==> src/design/spct_pkg.sv <==
package spct_pkg;

	localparam int IDX_MAX_W = 6;

	localparam logic [2:0] ST_HIT     = 3'd0;
	localparam logic [2:0] ST_SAME    = 3'd1;
	localparam logic [2:0] ST_MISS    = 3'd2;
	localparam logic [2:0] ST_UPDATED = 3'd3;
	localparam logic [2:0] ST_ADDED   = 3'd4;
	localparam logic [2:0] ST_FULL    = 3'd5;

	localparam logic [1:0] MODE_SET     = 2'd1;
	localparam logic [1:0] MODE_SET_OVR = 2'd2;

	localparam logic [2:0] LVL_INCOMPAT  = 3'd0;
	localparam logic [2:0] LVL_EXCELLENT = 3'd4;
	localparam logic [7:0] SAME_SCORE    = 8'd100;

	// hit data rippling down the cell row
	typedef struct packed {
		logic                 found;
		logic [IDX_MAX_W-1:0] idx;
		logic [2:0]           lvl;
		logic [7:0]           scr;
		logic [63:0]          ovr;
	} spct_hit_t;

	// key and write command broadcast to every cell
	typedef struct packed {
		logic [3:0]           mat_a;
		logic [3:0]           mat_b;
		logic                 wr_en;
		logic [IDX_MAX_W-1:0] slot;
		logic                 set_pair;
		logic [2:0]           lvl;
		logic [7:0]           scr;
		logic                 set_ovr;
		logic                 clr_ovr;
		logic [63:0]          ovr;
	} spct_cmd_t;

endpackage

==> src/design/spct_cell.sv <==
module spct_cell #(
	parameter int CELL_ID = 0
) (
	input  logic              clk,
	input  logic              valid,
	input  spct_pkg::spct_cmd_t cmd,
	input  spct_pkg::spct_hit_t hit_in,
	output spct_pkg::spct_hit_t hit_out
);

	logic [3:0]  mat_a_q, mat_b_q;
	logic [2:0]  lvl_q;
	logic [7:0]  scr_q;
	logic        flag_q;
	logic [63:0] ovr_q;
	logic        match;
	logic        sel;

	assign match = valid && ((mat_a_q == cmd.mat_a && mat_b_q == cmd.mat_b) ||
		(mat_a_q == cmd.mat_b && mat_b_q == cmd.mat_a));
	assign sel = cmd.wr_en && (cmd.slot == spct_pkg::IDX_MAX_W'(CELL_ID));

	always_comb begin
		hit_out = hit_in;
		if (!hit_in.found && match) begin
			hit_out.found = 1'b1;
			hit_out.idx   = spct_pkg::IDX_MAX_W'(CELL_ID);
			hit_out.lvl   = lvl_q;
			hit_out.scr   = scr_q;
			hit_out.ovr   = flag_q ? ovr_q : 64'd0;
		end
	end

	always_ff @(posedge clk) begin
		if (sel) begin
			lvl_q <= cmd.lvl;
			scr_q <= cmd.scr;
			if (cmd.set_pair) begin
				mat_a_q <= cmd.mat_a;
				mat_b_q <= cmd.mat_b;
			end
			if (cmd.set_ovr) begin
				flag_q <= 1'b1;
				ovr_q  <= cmd.ovr;
			end else if (cmd.clr_ovr) begin
				flag_q <= 1'b0;
			end
		end
	end

endmodule

==> src/design/symmetric_pair_compat_table.sv <==
// Latency: one item in, its result registered on the master side the next cycle.
// Throughput: one item per cycle while the result is taken; a held result stalls input.
// The hit search ripples combinationally through the row of entry cells.
// Reset (arst_n low, asynchronous): entry count and level tallies go to zero,
// output holds no item; entry contents are not cleared.
module symmetric_pair_compat_table #(
	parameter int TABLE_ENTRIES = 16,
	parameter int MATERIAL_BITS = 4
) (
	input  logic         clk,
	input  logic         arst_n,
	input  logic         s_tvalid,
	output logic         s_tready,
	// mode[1:0], material_a[5:2], material_b[9:6], new_level[12:10],
	// new_score[20:13], new_splice_temp[36:21], new_hold_ms[52:37],
	// new_compression[68:53], new_cool_ms[84:69], zero pad [87:85]
	input  logic [87:0]  s_tdata,
	output logic         m_tvalid,
	input  logic         m_tready,
	// status[2:0], entry_index[6:3], level[9:7], score[17:10], can_splice[18],
	// splice_temp[34:19], hold_ms[50:35], compression[66:51], cool_ms[82:67],
	// entry_count[87:83], incompatible_count[92:88], excellent_count[97:93],
	// zero pad [103:98]
	output logic [103:0] m_tdata
);

	localparam int CNT_W = $clog2(TABLE_ENTRIES + 1);
	localparam int MB    = (MATERIAL_BITS < 4) ? MATERIAL_BITS : 4;
	localparam logic [3:0] MAT_MASK = 4'((9'd1 << MB) - 9'd1);

	logic [CNT_W-1:0] count_q, incompat_q, excel_q;
	logic [CNT_W-1:0] count_d, incompat_d, excel_d;
	logic             out_valid_q;
	logic [97:0]      out_q;
	logic             accept;

	logic [1:0]  mode;
	logic [3:0]  mat_a, mat_b;
	logic [2:0]  nl_raw, nl;
	logic [7:0]  ns;
	logic        is_set;

	spct_pkg::spct_cmd_t cmd;
	spct_pkg::spct_hit_t chain [TABLE_ENTRIES+1];
	spct_pkg::spct_hit_t hit;

	logic [2:0]  status;
	logic [3:0]  idx_out;
	logic [2:0]  lvl_out;
	logic [7:0]  scr_out;
	logic [63:0] ovr_out;
	logic        can_splice;
	logic        room;

	assign accept   = s_tvalid && s_tready;
	assign s_tready = !out_valid_q || m_tready;
	assign m_tvalid = out_valid_q;
	assign m_tdata  = {6'd0, out_q};

	assign mode   = s_tdata[1:0];
	assign mat_a  = s_tdata[5:2] & MAT_MASK;
	assign mat_b  = s_tdata[9:6] & MAT_MASK;
	assign nl_raw = s_tdata[12:10];
	assign nl     = (nl_raw > spct_pkg::LVL_EXCELLENT) ? spct_pkg::LVL_EXCELLENT : nl_raw;
	assign ns     = s_tdata[20:13];
	assign is_set = (mode == spct_pkg::MODE_SET) || (mode == spct_pkg::MODE_SET_OVR);
	assign room   = count_q < CNT_W'(TABLE_ENTRIES);

	// row of entry cells; the first matching cell claims the chain
	assign chain[0] = '0;
	genvar g;
	generate
		for (g = 0; g < TABLE_ENTRIES; g++) begin : g_cell
			spct_cell #(.CELL_ID(g)) u_cell (
				.clk     (clk),
				.valid   (CNT_W'(g) < count_q),
				.cmd     (cmd),
				.hit_in  (chain[g]),
				.hit_out (chain[g+1])
			);
		end
	endgenerate
	assign hit = chain[TABLE_ENTRIES];

	always_comb begin
		cmd          = '0;
		cmd.mat_a    = mat_a;
		cmd.mat_b    = mat_b;
		cmd.lvl      = nl;
		cmd.scr      = ns;
		cmd.ovr      = s_tdata[84:21];
		cmd.set_ovr  = (mode == spct_pkg::MODE_SET_OVR);
		cmd.clr_ovr  = 1'b1;
		cmd.set_pair = !hit.found;
		cmd.slot     = hit.found ? hit.idx : spct_pkg::IDX_MAX_W'(count_q);
		cmd.wr_en    = accept && is_set && (hit.found || room);
		// a mode 1 update keeps the existing overrides
		if (hit.found) cmd.clr_ovr = 1'b0;

		status     = spct_pkg::ST_MISS;
		idx_out    = 4'd0;
		lvl_out    = 3'd0;
		scr_out    = 8'd0;
		ovr_out    = 64'd0;
		count_d    = count_q;
		incompat_d = incompat_q;
		excel_d    = excel_q;
		if (is_set) begin
			if (hit.found) begin
				status  = spct_pkg::ST_UPDATED;
				idx_out = 4'(hit.idx);
				incompat_d = incompat_q
					- CNT_W'(hit.lvl == spct_pkg::LVL_INCOMPAT)
					+ CNT_W'(nl == spct_pkg::LVL_INCOMPAT);
				excel_d = excel_q
					- CNT_W'(hit.lvl == spct_pkg::LVL_EXCELLENT)
					+ CNT_W'(nl == spct_pkg::LVL_EXCELLENT);
			end else if (room) begin
				status     = spct_pkg::ST_ADDED;
				idx_out    = 4'(count_q);
				count_d    = count_q + CNT_W'(1);
				incompat_d = incompat_q + CNT_W'(nl == spct_pkg::LVL_INCOMPAT);
				excel_d    = excel_q + CNT_W'(nl == spct_pkg::LVL_EXCELLENT);
			end else begin
				status = spct_pkg::ST_FULL;
			end
		end else if (hit.found) begin
			status  = spct_pkg::ST_HIT;
			idx_out = 4'(hit.idx);
			lvl_out = hit.lvl;
			scr_out = hit.scr;
			ovr_out = hit.ovr;
		end else if (mat_a == mat_b) begin
			status  = spct_pkg::ST_SAME;
			lvl_out = spct_pkg::LVL_EXCELLENT;
			scr_out = spct_pkg::SAME_SCORE;
		end
		can_splice = (status == spct_pkg::ST_HIT || status == spct_pkg::ST_SAME) &&
			(lvl_out != 3'd0);
	end

	always_ff @(posedge clk or negedge arst_n) begin
		if (!arst_n) begin
			count_q     <= '0;
			incompat_q  <= '0;
			excel_q     <= '0;
			out_valid_q <= 1'b0;
		end else begin
			if (accept) begin
				count_q    <= count_d;
				incompat_q <= incompat_d;
				excel_q    <= excel_d;
			end
			if (accept) out_valid_q <= 1'b1;
			else if (m_tready) out_valid_q <= 1'b0;
		end
	end

	always_ff @(posedge clk) begin
		if (accept) begin
			out_q <= {5'(excel_d), 5'(incompat_d), 5'(count_d), ovr_out,
				can_splice, scr_out, lvl_out, idx_out, status};
		end
	end

endmodule

==> config.mk <==
export PLATFORM = sky130hd
export DESIGN_NAME = symmetric_pair_compat_table
export DESIGN_NICKNAME = d
export VERILOG_FILES = /design/src/design/spct_pkg.sv /design/src/design/spct_cell.sv /design/src/design/symmetric_pair_compat_table.sv
export SDC_FILE = /design/constraint.sdc
export NUM_CORES = 2
export LEC_CHECK = 0
export BUFFER_PORTS_ARGS = -buffer_cell sky130_fd_sc_hd__buf_2
export CAP_MARGIN = 20
export CORE_UTILIZATION = 50
export DETAILED_ROUTE_END_ITERATION = 6
export GPL_ROUTABILITY_DRIVEN = 0
export PLACE_DENSITY = 0.67
export SYNTH_ARGS = -nofsm -noshare
export SYNTH_HDL_FRONTEND = slang
export SYNTH_SLANG_ARGS = --single-unit
==> constraint.sdc <==
create_clock -name clk -period 7.1 [get_ports clk]
set_clock_uncertainty 0.1 [all_clocks]
set_input_delay 1.065 -clock clk [delete_from_list [all_inputs] [get_ports clk]]
set_output_delay 1.065 -clock clk [all_outputs]
set_load 0.02 [all_outputs]
; ---- Word level (Yosys, flattened, before mapping)
; Cells that the tools add are included.
[totals]
regBits = 1458
latchBits = 0
ram_bits = 0
mem_bits_ro = 0
output_inout_bits = 106
elab_cells = 449
memories = 0
[classes]
n_addsub = 7
mul = 0
div = 0
magnitude_cmp = 18
eq_ne = 86
n_shift = 0
n_mux = 60
bitwise_logic = 1
n_reduce_logical = 174
[ops]
columns = cell, count
row1 = $mux W82, 16
row2 = $mux W64, 16
row3 = $eq A4 B4 Y1, 65
row4 = $reduce_and A2 Y1, 48
row5 = $logic_and A1 B1 Y1, 83
row6 = $eq A6 B4 Y1 const B, 8
row7 = $mux W5, 9
row8 = $lt A4 B5 Y1 const A, 8
row9 = $eq A6 B3 Y1 const B, 4
row10 = $add A5 B1 Y5, 4
row11 = $logic_or A1 B1 Y1, 20
row12 = $lt A3 B5 Y1 const A, 4
row13 = $mux W3, 6
row14 = $logic_not A1 Y1, 16
row15 = $mux W4, 4
row16 = $eq A6 B2 Y1 const B, 2
row17 = $lt A1 B5 Y1 const A, 2
row18 = $lt A2 B5 Y1 const A, 2
row19 = $sub A5 B1 Y5, 2
row20 = $logic_not A3 Y1, 3
row21 = $mux W8, 1
row22 = $mux W7, 1
row23 = $eq A3 B3 Y1 const B, 2
row24 = $eq A6 B1 Y1 const B, 1
row25 = other kinds (15), 19

; ---- Logic depth before layout (Yosys ltp)
[depth]
depth_word = 55
ltp_mapped = 28

; ---- Modules after synthesis
; A second synthesis with hierarchy kept.
[hier_totals]
hier_cells = 5832
area_unflattened_um2 = 71790.1
[by_module_without_submodules]
columns = module, n_inst, cells_per_inst, area_per_inst_um2, seq_area_each_um2
row1 = spct_cell (g_cell[11].u_cell ...), 5, 338, 4146.5, 2522.4
row2 = spct_cell (g_cell[10].u_cell ...), 4, 337, 4146.5, 2522.4
row3 = spct_cell (g_cell[1].u_cell ...), 2, 337, 4160.2, 2522.4
row4 = spct_cell (g_cell[4].u_cell ...), 2, 337, 4144.0, 2522.4
row5 = symmetric_pair_compat_table, 1, 434, 5424.0, 3343.2
row6 = spct_cell (g_cell[0].u_cell), 1, 337, 4149.0, 2522.4
row7 = spct_cell (g_cell[15].u_cell), 1, 337, 4145.2, 2522.4
row8 = spct_cell (g_cell[3].u_cell), 1, 338, 4145.2, 2522.4

; ---- Least setup slack after synthesis
; No wires, ideal clock.
[synth_timing]
kind = in2reg
start = in s_tdata[9]
end = reg g_cell[5].u_cell.ovr_q[0] (enable)
setup_time_ns = 0.487
arrival_ns = 6.483
required_time_ns = 6.513
path_slack_ns = 0.031
stages = 14
path_buffers = 4
cell_sequence = buf_2 buf_4 xnor2_1 nand4_1 o22ai_1 a222oi_1 nand4_1 or3_1 clkbuf_1 o211ai_1 a21oi_1 nand3b_1 buf_2 nor2_1
[synth_via]
elab_chain_len = 54
[synth_lines]
columns = item, line
row1 = start: declaration, symmetric_pair_compat_table.sv:17  ; input logic [87:0] s_tdata,
row2 = "$eq A4 B4 Y1, on equally long branches", "spct_cell.sv:19, spct_cell.sv:20"
row3 = "$logic_and A1 B1 Y1, on equally long branches", "spct_cell.sv:19, spct_cell.sv:20"
row4 = $logic_or A1 B1 Y1, spct_cell.sv:19  ; assign match = valid && ((mat_a_q == cmd.mat_a && mat_b_q == cmd.mat_b) ||
row5 = $logic_and A1 B1 Y1, spct_cell.sv:19
row6 = $mux W82, spct_cell.sv:25  ; if (!hit_in.found && match) begin
row7 = $logic_not A1 Y1, spct_cell.sv:25
row8 = $logic_and A1 B1 Y1, spct_cell.sv:25
row9 = $mux W82, spct_cell.sv:25
row10 = [... 38 more ...], --
row11 = $mux W82, spct_cell.sv:25
row12 = $logic_not A1 Y1, spct_cell.sv:25
row13 = $logic_and A1 B1 Y1, spct_cell.sv:25
row14 = $mux W82 (*), spct_cell.sv:25
row15 = $mux W6 or $logic_or A1 B1 Y1 (tied branches), "symmetric_pair_compat_table.sv:95, symmetric_pair_compat_table.sv:96"
row16 = $eq A6 B3 Y1 or $logic_and A1 B1 Y1 (tied branches), "spct_cell.sv:21, symmetric_pair_compat_table.sv:96"
row17 = $logic_and A1 B1 Y1 (*), spct_cell.sv:21  ; assign sel = cmd.wr_en && (cmd.slot == spct_pkg::IDX_MAX_W'(CELL_ID));
row18 = $reduce_and A2 Y1 (no line) (*), --
row19 = end signal: assignment, spct_cell.sv:44  ; ovr_q <= cmd.ovr;
row20 = end: declaration, spct_cell.sv:15  ; logic [63:0] ovr_q;
; Mark *: on every way between the ends. The rest lies on a longest branch, timed or not.
; A chain may end at the register's enable or synchronous reset.

; ---- Final worst setup path
[layout_timing]
start = reg count_q[3]
end = reg out_q[97], data pin
[layout_via]
elab_chain_len = 53
[layout_lines]
columns = item, line
row1 = start: declaration, symmetric_pair_compat_table.sv:31  ; logic [CNT_W-1:0] count_q, incompat_q, excel_q;
row2 = start signal: assignment, symmetric_pair_compat_table.sv:150  ; count_q <= count_d;
row3 = $lt A1 B5 Y1, symmetric_pair_compat_table.sv:76  ; .valid (CNT_W'(g) < count_q),
row4 = $logic_and A1 B1 Y1, spct_cell.sv:19
row5 = $mux W82, spct_cell.sv:25
row6 = $logic_not A1 Y1, spct_cell.sv:25
row7 = $logic_and A1 B1 Y1, spct_cell.sv:25
row8 = $mux W82, spct_cell.sv:25
row9 = $logic_not A1 Y1, spct_cell.sv:25
row10 = $logic_and A1 B1 Y1, spct_cell.sv:25
row11 = [... 38 more ...], --
row12 = $logic_and A1 B1 Y1, spct_cell.sv:25
row13 = $mux W82, spct_cell.sv:25
row14 = $eq A3 B3 Y1, symmetric_pair_compat_table.sv:116  ; - CNT_W'(hit.lvl == spct_pkg::LVL_EXCELLENT)
row15 = $sub A5 B1 Y5, symmetric_pair_compat_table.sv:116
row16 = $add A5 B1 Y5, symmetric_pair_compat_table.sv:117  ; + CNT_W'(nl == spct_pkg::LVL_EXCELLENT);
row17 = $mux W5 (*), symmetric_pair_compat_table.sv:109  ; if (hit.found) begin
row18 = $mux W5 (*), symmetric_pair_compat_table.sv:108  ; if (is_set) begin
row19 = named net excel_d[4], symmetric_pair_compat_table.sv:32  ; logic [CNT_W-1:0] count_d, incompat_d, excel_d;
row20 = end signal: assignment, symmetric_pair_compat_table.sv:161  ; out_q <= {5'(excel_d), 5'(incompat_d), 5'(count_d), ovr_out,
row21 = end: declaration, symmetric_pair_compat_table.sv:34  ; logic [97:0] out_q;
; Mark *: on every way through the listed nets, which the timed path passes. The rest lies on a longest branch.

==> reports/metrics.cfg <==
[power_and_ir_drop]
p_switching_mw = 3.765
peakVddDrop_uv = 252.6
cellPowerDensity_nw_per_um2 = 276.0
comb_power_share = 0.043
p_clk_frac = 0.418
swShare = 0.2118
p_int_mw = 14.01
p_leak_nw = 20.37
p_seq_frac = 0.539

[grt]
grt_overflow = 0
grt_pass1_vias = 31040
grt_max_degree = 68
antenna_found_initial = 20
grt_pass1_wl_mm = 201.3
grtUsageTotal = 0.2412

[worst_setup_path]
cp.required_ps = 7500
slowest_stage = a222oi_1
worstPathArrival_ps = 6540
critPathMostFrequentCell = inv_1
critPathLaunchType = flop
crit_chain = or2_1 -> or3_1 -> a222oi_1 -> nand4_1 -> buf_12 -> nor3_1 -> a2111oi_0 -> a211o_1 -> a31oi_1 -> nor3b_1 -> buf_4 -> ha_1 -> inv_1 -> ha_1 -> inv_1 -> fa_1 -> inv_1 -> a21o_1 -> a21oi_1 -> xnor2_1 -> nor2_1 -> o21bai_1 -> xnor2_1
crit_type = flop to flop
cp_top_family = compound AO/OA/AOI/OAI gates
worstSetupEndpointType = flop
path_max_fanout = 15
max_stage_delay_ps = 760
critPathBufInv = 5

[finish]
final_nets = 3666
post_route_cells_drive_above_1_share = 0.1584
syn2layout_area_growth_pct = 14.71
final_area_um2 = 64400

[clock_tree]
cts_tree = built
cts_resized = 0
cts_buffers = 146
insertion_delay_ps = 770
cts.sinks = 1458
clock_path_buffers = 3
post_cts_buffers = 0
cts-htree-levels = 4
clock-root-buffer = clkbuf_16
cts.clk_slew.worst_paths_ps = 60
ctsHoldBuffers = 0

[synthesis]
synthArstFlopShare = 0.01097
ys_seq_area_frac = 0.7785
avgSynthCellArea_um2 = 17.26
ys_types = 75
synth_flop_cell = edfxtp_1
syn_inst = 3252
netlist_area_um2 = 56140
synth-seq-cells = 1458
ys_warn_count = 0
synth_edf_count = 1442

[floorplan]
start_util = 0.5059
die_y_um = 337.1
fp.dieArea_um2 = 113600
core_area_um2 = 111000
rows = 122
die_w_um = 337.1
io_pins = 198

[timing]
min_period_ps = 6140
slew_violations = 0
fmax_ghz = 0.1629
slew_headroom = 0.2731
rsz0062_at_grt = false
max_slew.worst_pin.slew_ps = 1086
setup_violations = 0
fin_tns_setup_ps = 0
finalHoldViolations = 0
timing.final.crit_share = 0.8647

[status]
violations = design-rule violations
outcome = finished, violations left

[place]
placed_area_um2 = 59680
place_hpwl_mm = 78.37
io_buffer_count = 188

[routing]
drtIter0Drc = 4201
drt_wl_total_mm = 137.4
avgRoutedWirePerCell_um = 26.66
viasPerCell = 6.173
drc = 8
vias = 31810
detail-route-antenna-nets = 0
firstDrtPassIters = 7

[flow_run]
max_cap_violations = 0

[min_path]
hp-class = input pin to async pin

[synthesized netlist by cell type, types with 58 or more instances]
cell,instances,area share
nand2_1,137,0.0092
edfxtp_1,1442,0.77
nor2_1,114,0.0076
a221oi_1,73,0.011
buf_2,58,0.0052
clkbuf_1,88,0.0059
a21oi_1,83,0.0074
nand4_1,62,0.0069
a22o_1,81,0.013
a222oi_1,124,0.022
a22oi_1,147,0.020
xnor2_1,217,0.034
[logic make-up after synthesis]
group | Yosys count | share of synthesized area
DFF | 1458 | 0.7785
other | 1 | 0.00006680
muxes | 12 | 0.002273
and+or+nand+nor | 503 | 0.04647
AOI/OAI and AO/OA | 744 | 0.1051
xor gates and xnor gates | 273 | 0.04259
buffers and inverters | 238 | 0.01961
adders and majority gates | 23 | 0.005394
[worst paths after layout]
kind                                from             to  slack, ps  cells after the start
min reg2reg                incompat_q[4]  incompat_q[4]        390                      1
max reg2reg                   count_q[3]      out_q[97]        960                     23
min in group clk           incompat_q[4]  incompat_q[4]        390                      1
max                           count_q[3]      out_q[97]        960                     23
max in group asynchronous         arst_n  incompat_q[2]       6350                      1
min                               arst_n     count_q[1]        180                      1
[power by group through the flow]
stage	Combinational, mW	Sequential [mW]	Clock, mW
floorplan	0.399	9.81	0
global placement	0.740	9.77	0
detailed placement	0.754	9.77	0
CTS	0.757	9.59	7.51
global route	0.831	9.59	7.86
finish	0.758	9.59	7.43
[state kept, by name (all words and copies together) (netlist names)]
name	cells
g_cell.u_cell.ovr_q	1024
g_cell.u_cell.scr_q	128
out_q	98
g_cell.u_cell.mat_a_q	64
g_cell.u_cell.mat_b_q	64
g_cell.u_cell.lvl_q	48
g_cell.u_cell.flag_q	16
count_q	5
excel_q	5
incompat_q	5
m_tvalid	1
[cell type report]
type / count / area, µm²
fillers: 8263 / 46580
flip-flops and latches: 1458 / 43700
multi-input cells: 1561 / 11540
clock buffers: 186 / 3835
repair buffers: 338 / 2442
well taps: 1488 / 1862
clock inverters: 72 / 820.8
inverters: 46 / 177.7
diodes: 5 / 12.51
[metrics by stage]
stage / std cells / power [mW] / hold slack, ps / util / worst slack (ps)
4_1_cts: 5144 / 17.85 / 160.3 / 0.5797 / 1112
3_5_place_dp: 4886 / 10.52 / 384.6 / 0.5378 / 381.5
5_1_grt: 5152 / 18.28 / 193.3 / 0.5802 / 642.2
6_report: 5154 / 17.77 / 179.2 / 0.5803 / 960.3
2_1_floorplan: 3257 / 10.21 / 361.9 / - / 30.62
3_3_place_gp: 4885 / 10.51 / 374.8 / 0.5377 / 391.3
[metal layers]
| layer | vias to the layer above | wire, µm | global-route usage |
|---|---|---|---|
| li1 | 13880 | - | - |
| met1 | 16210 | 56970 | 0.3365 |
| met2 | 1492 | 65260 | 0.3840 |
| met3 | 214 | 12080 | 0.04946 |
| met4 | 16 | 2966 | 0.07079 |
| met5 | - | 104 | 0 |
[cells in the final DEF, fill, tap and decap left out, drive strengths merged, types with 57 or more instances in the layout]
master     n
edfxtp  1442
buf      336
xnor2    217
clkbuf   188
a22oi    147
nand2    137
a222oi   124
nor2     114
a21oi     83
a22o      81
a221oi    73
nand4     62
clkinv    57
(Power assumes the default switching activity.)
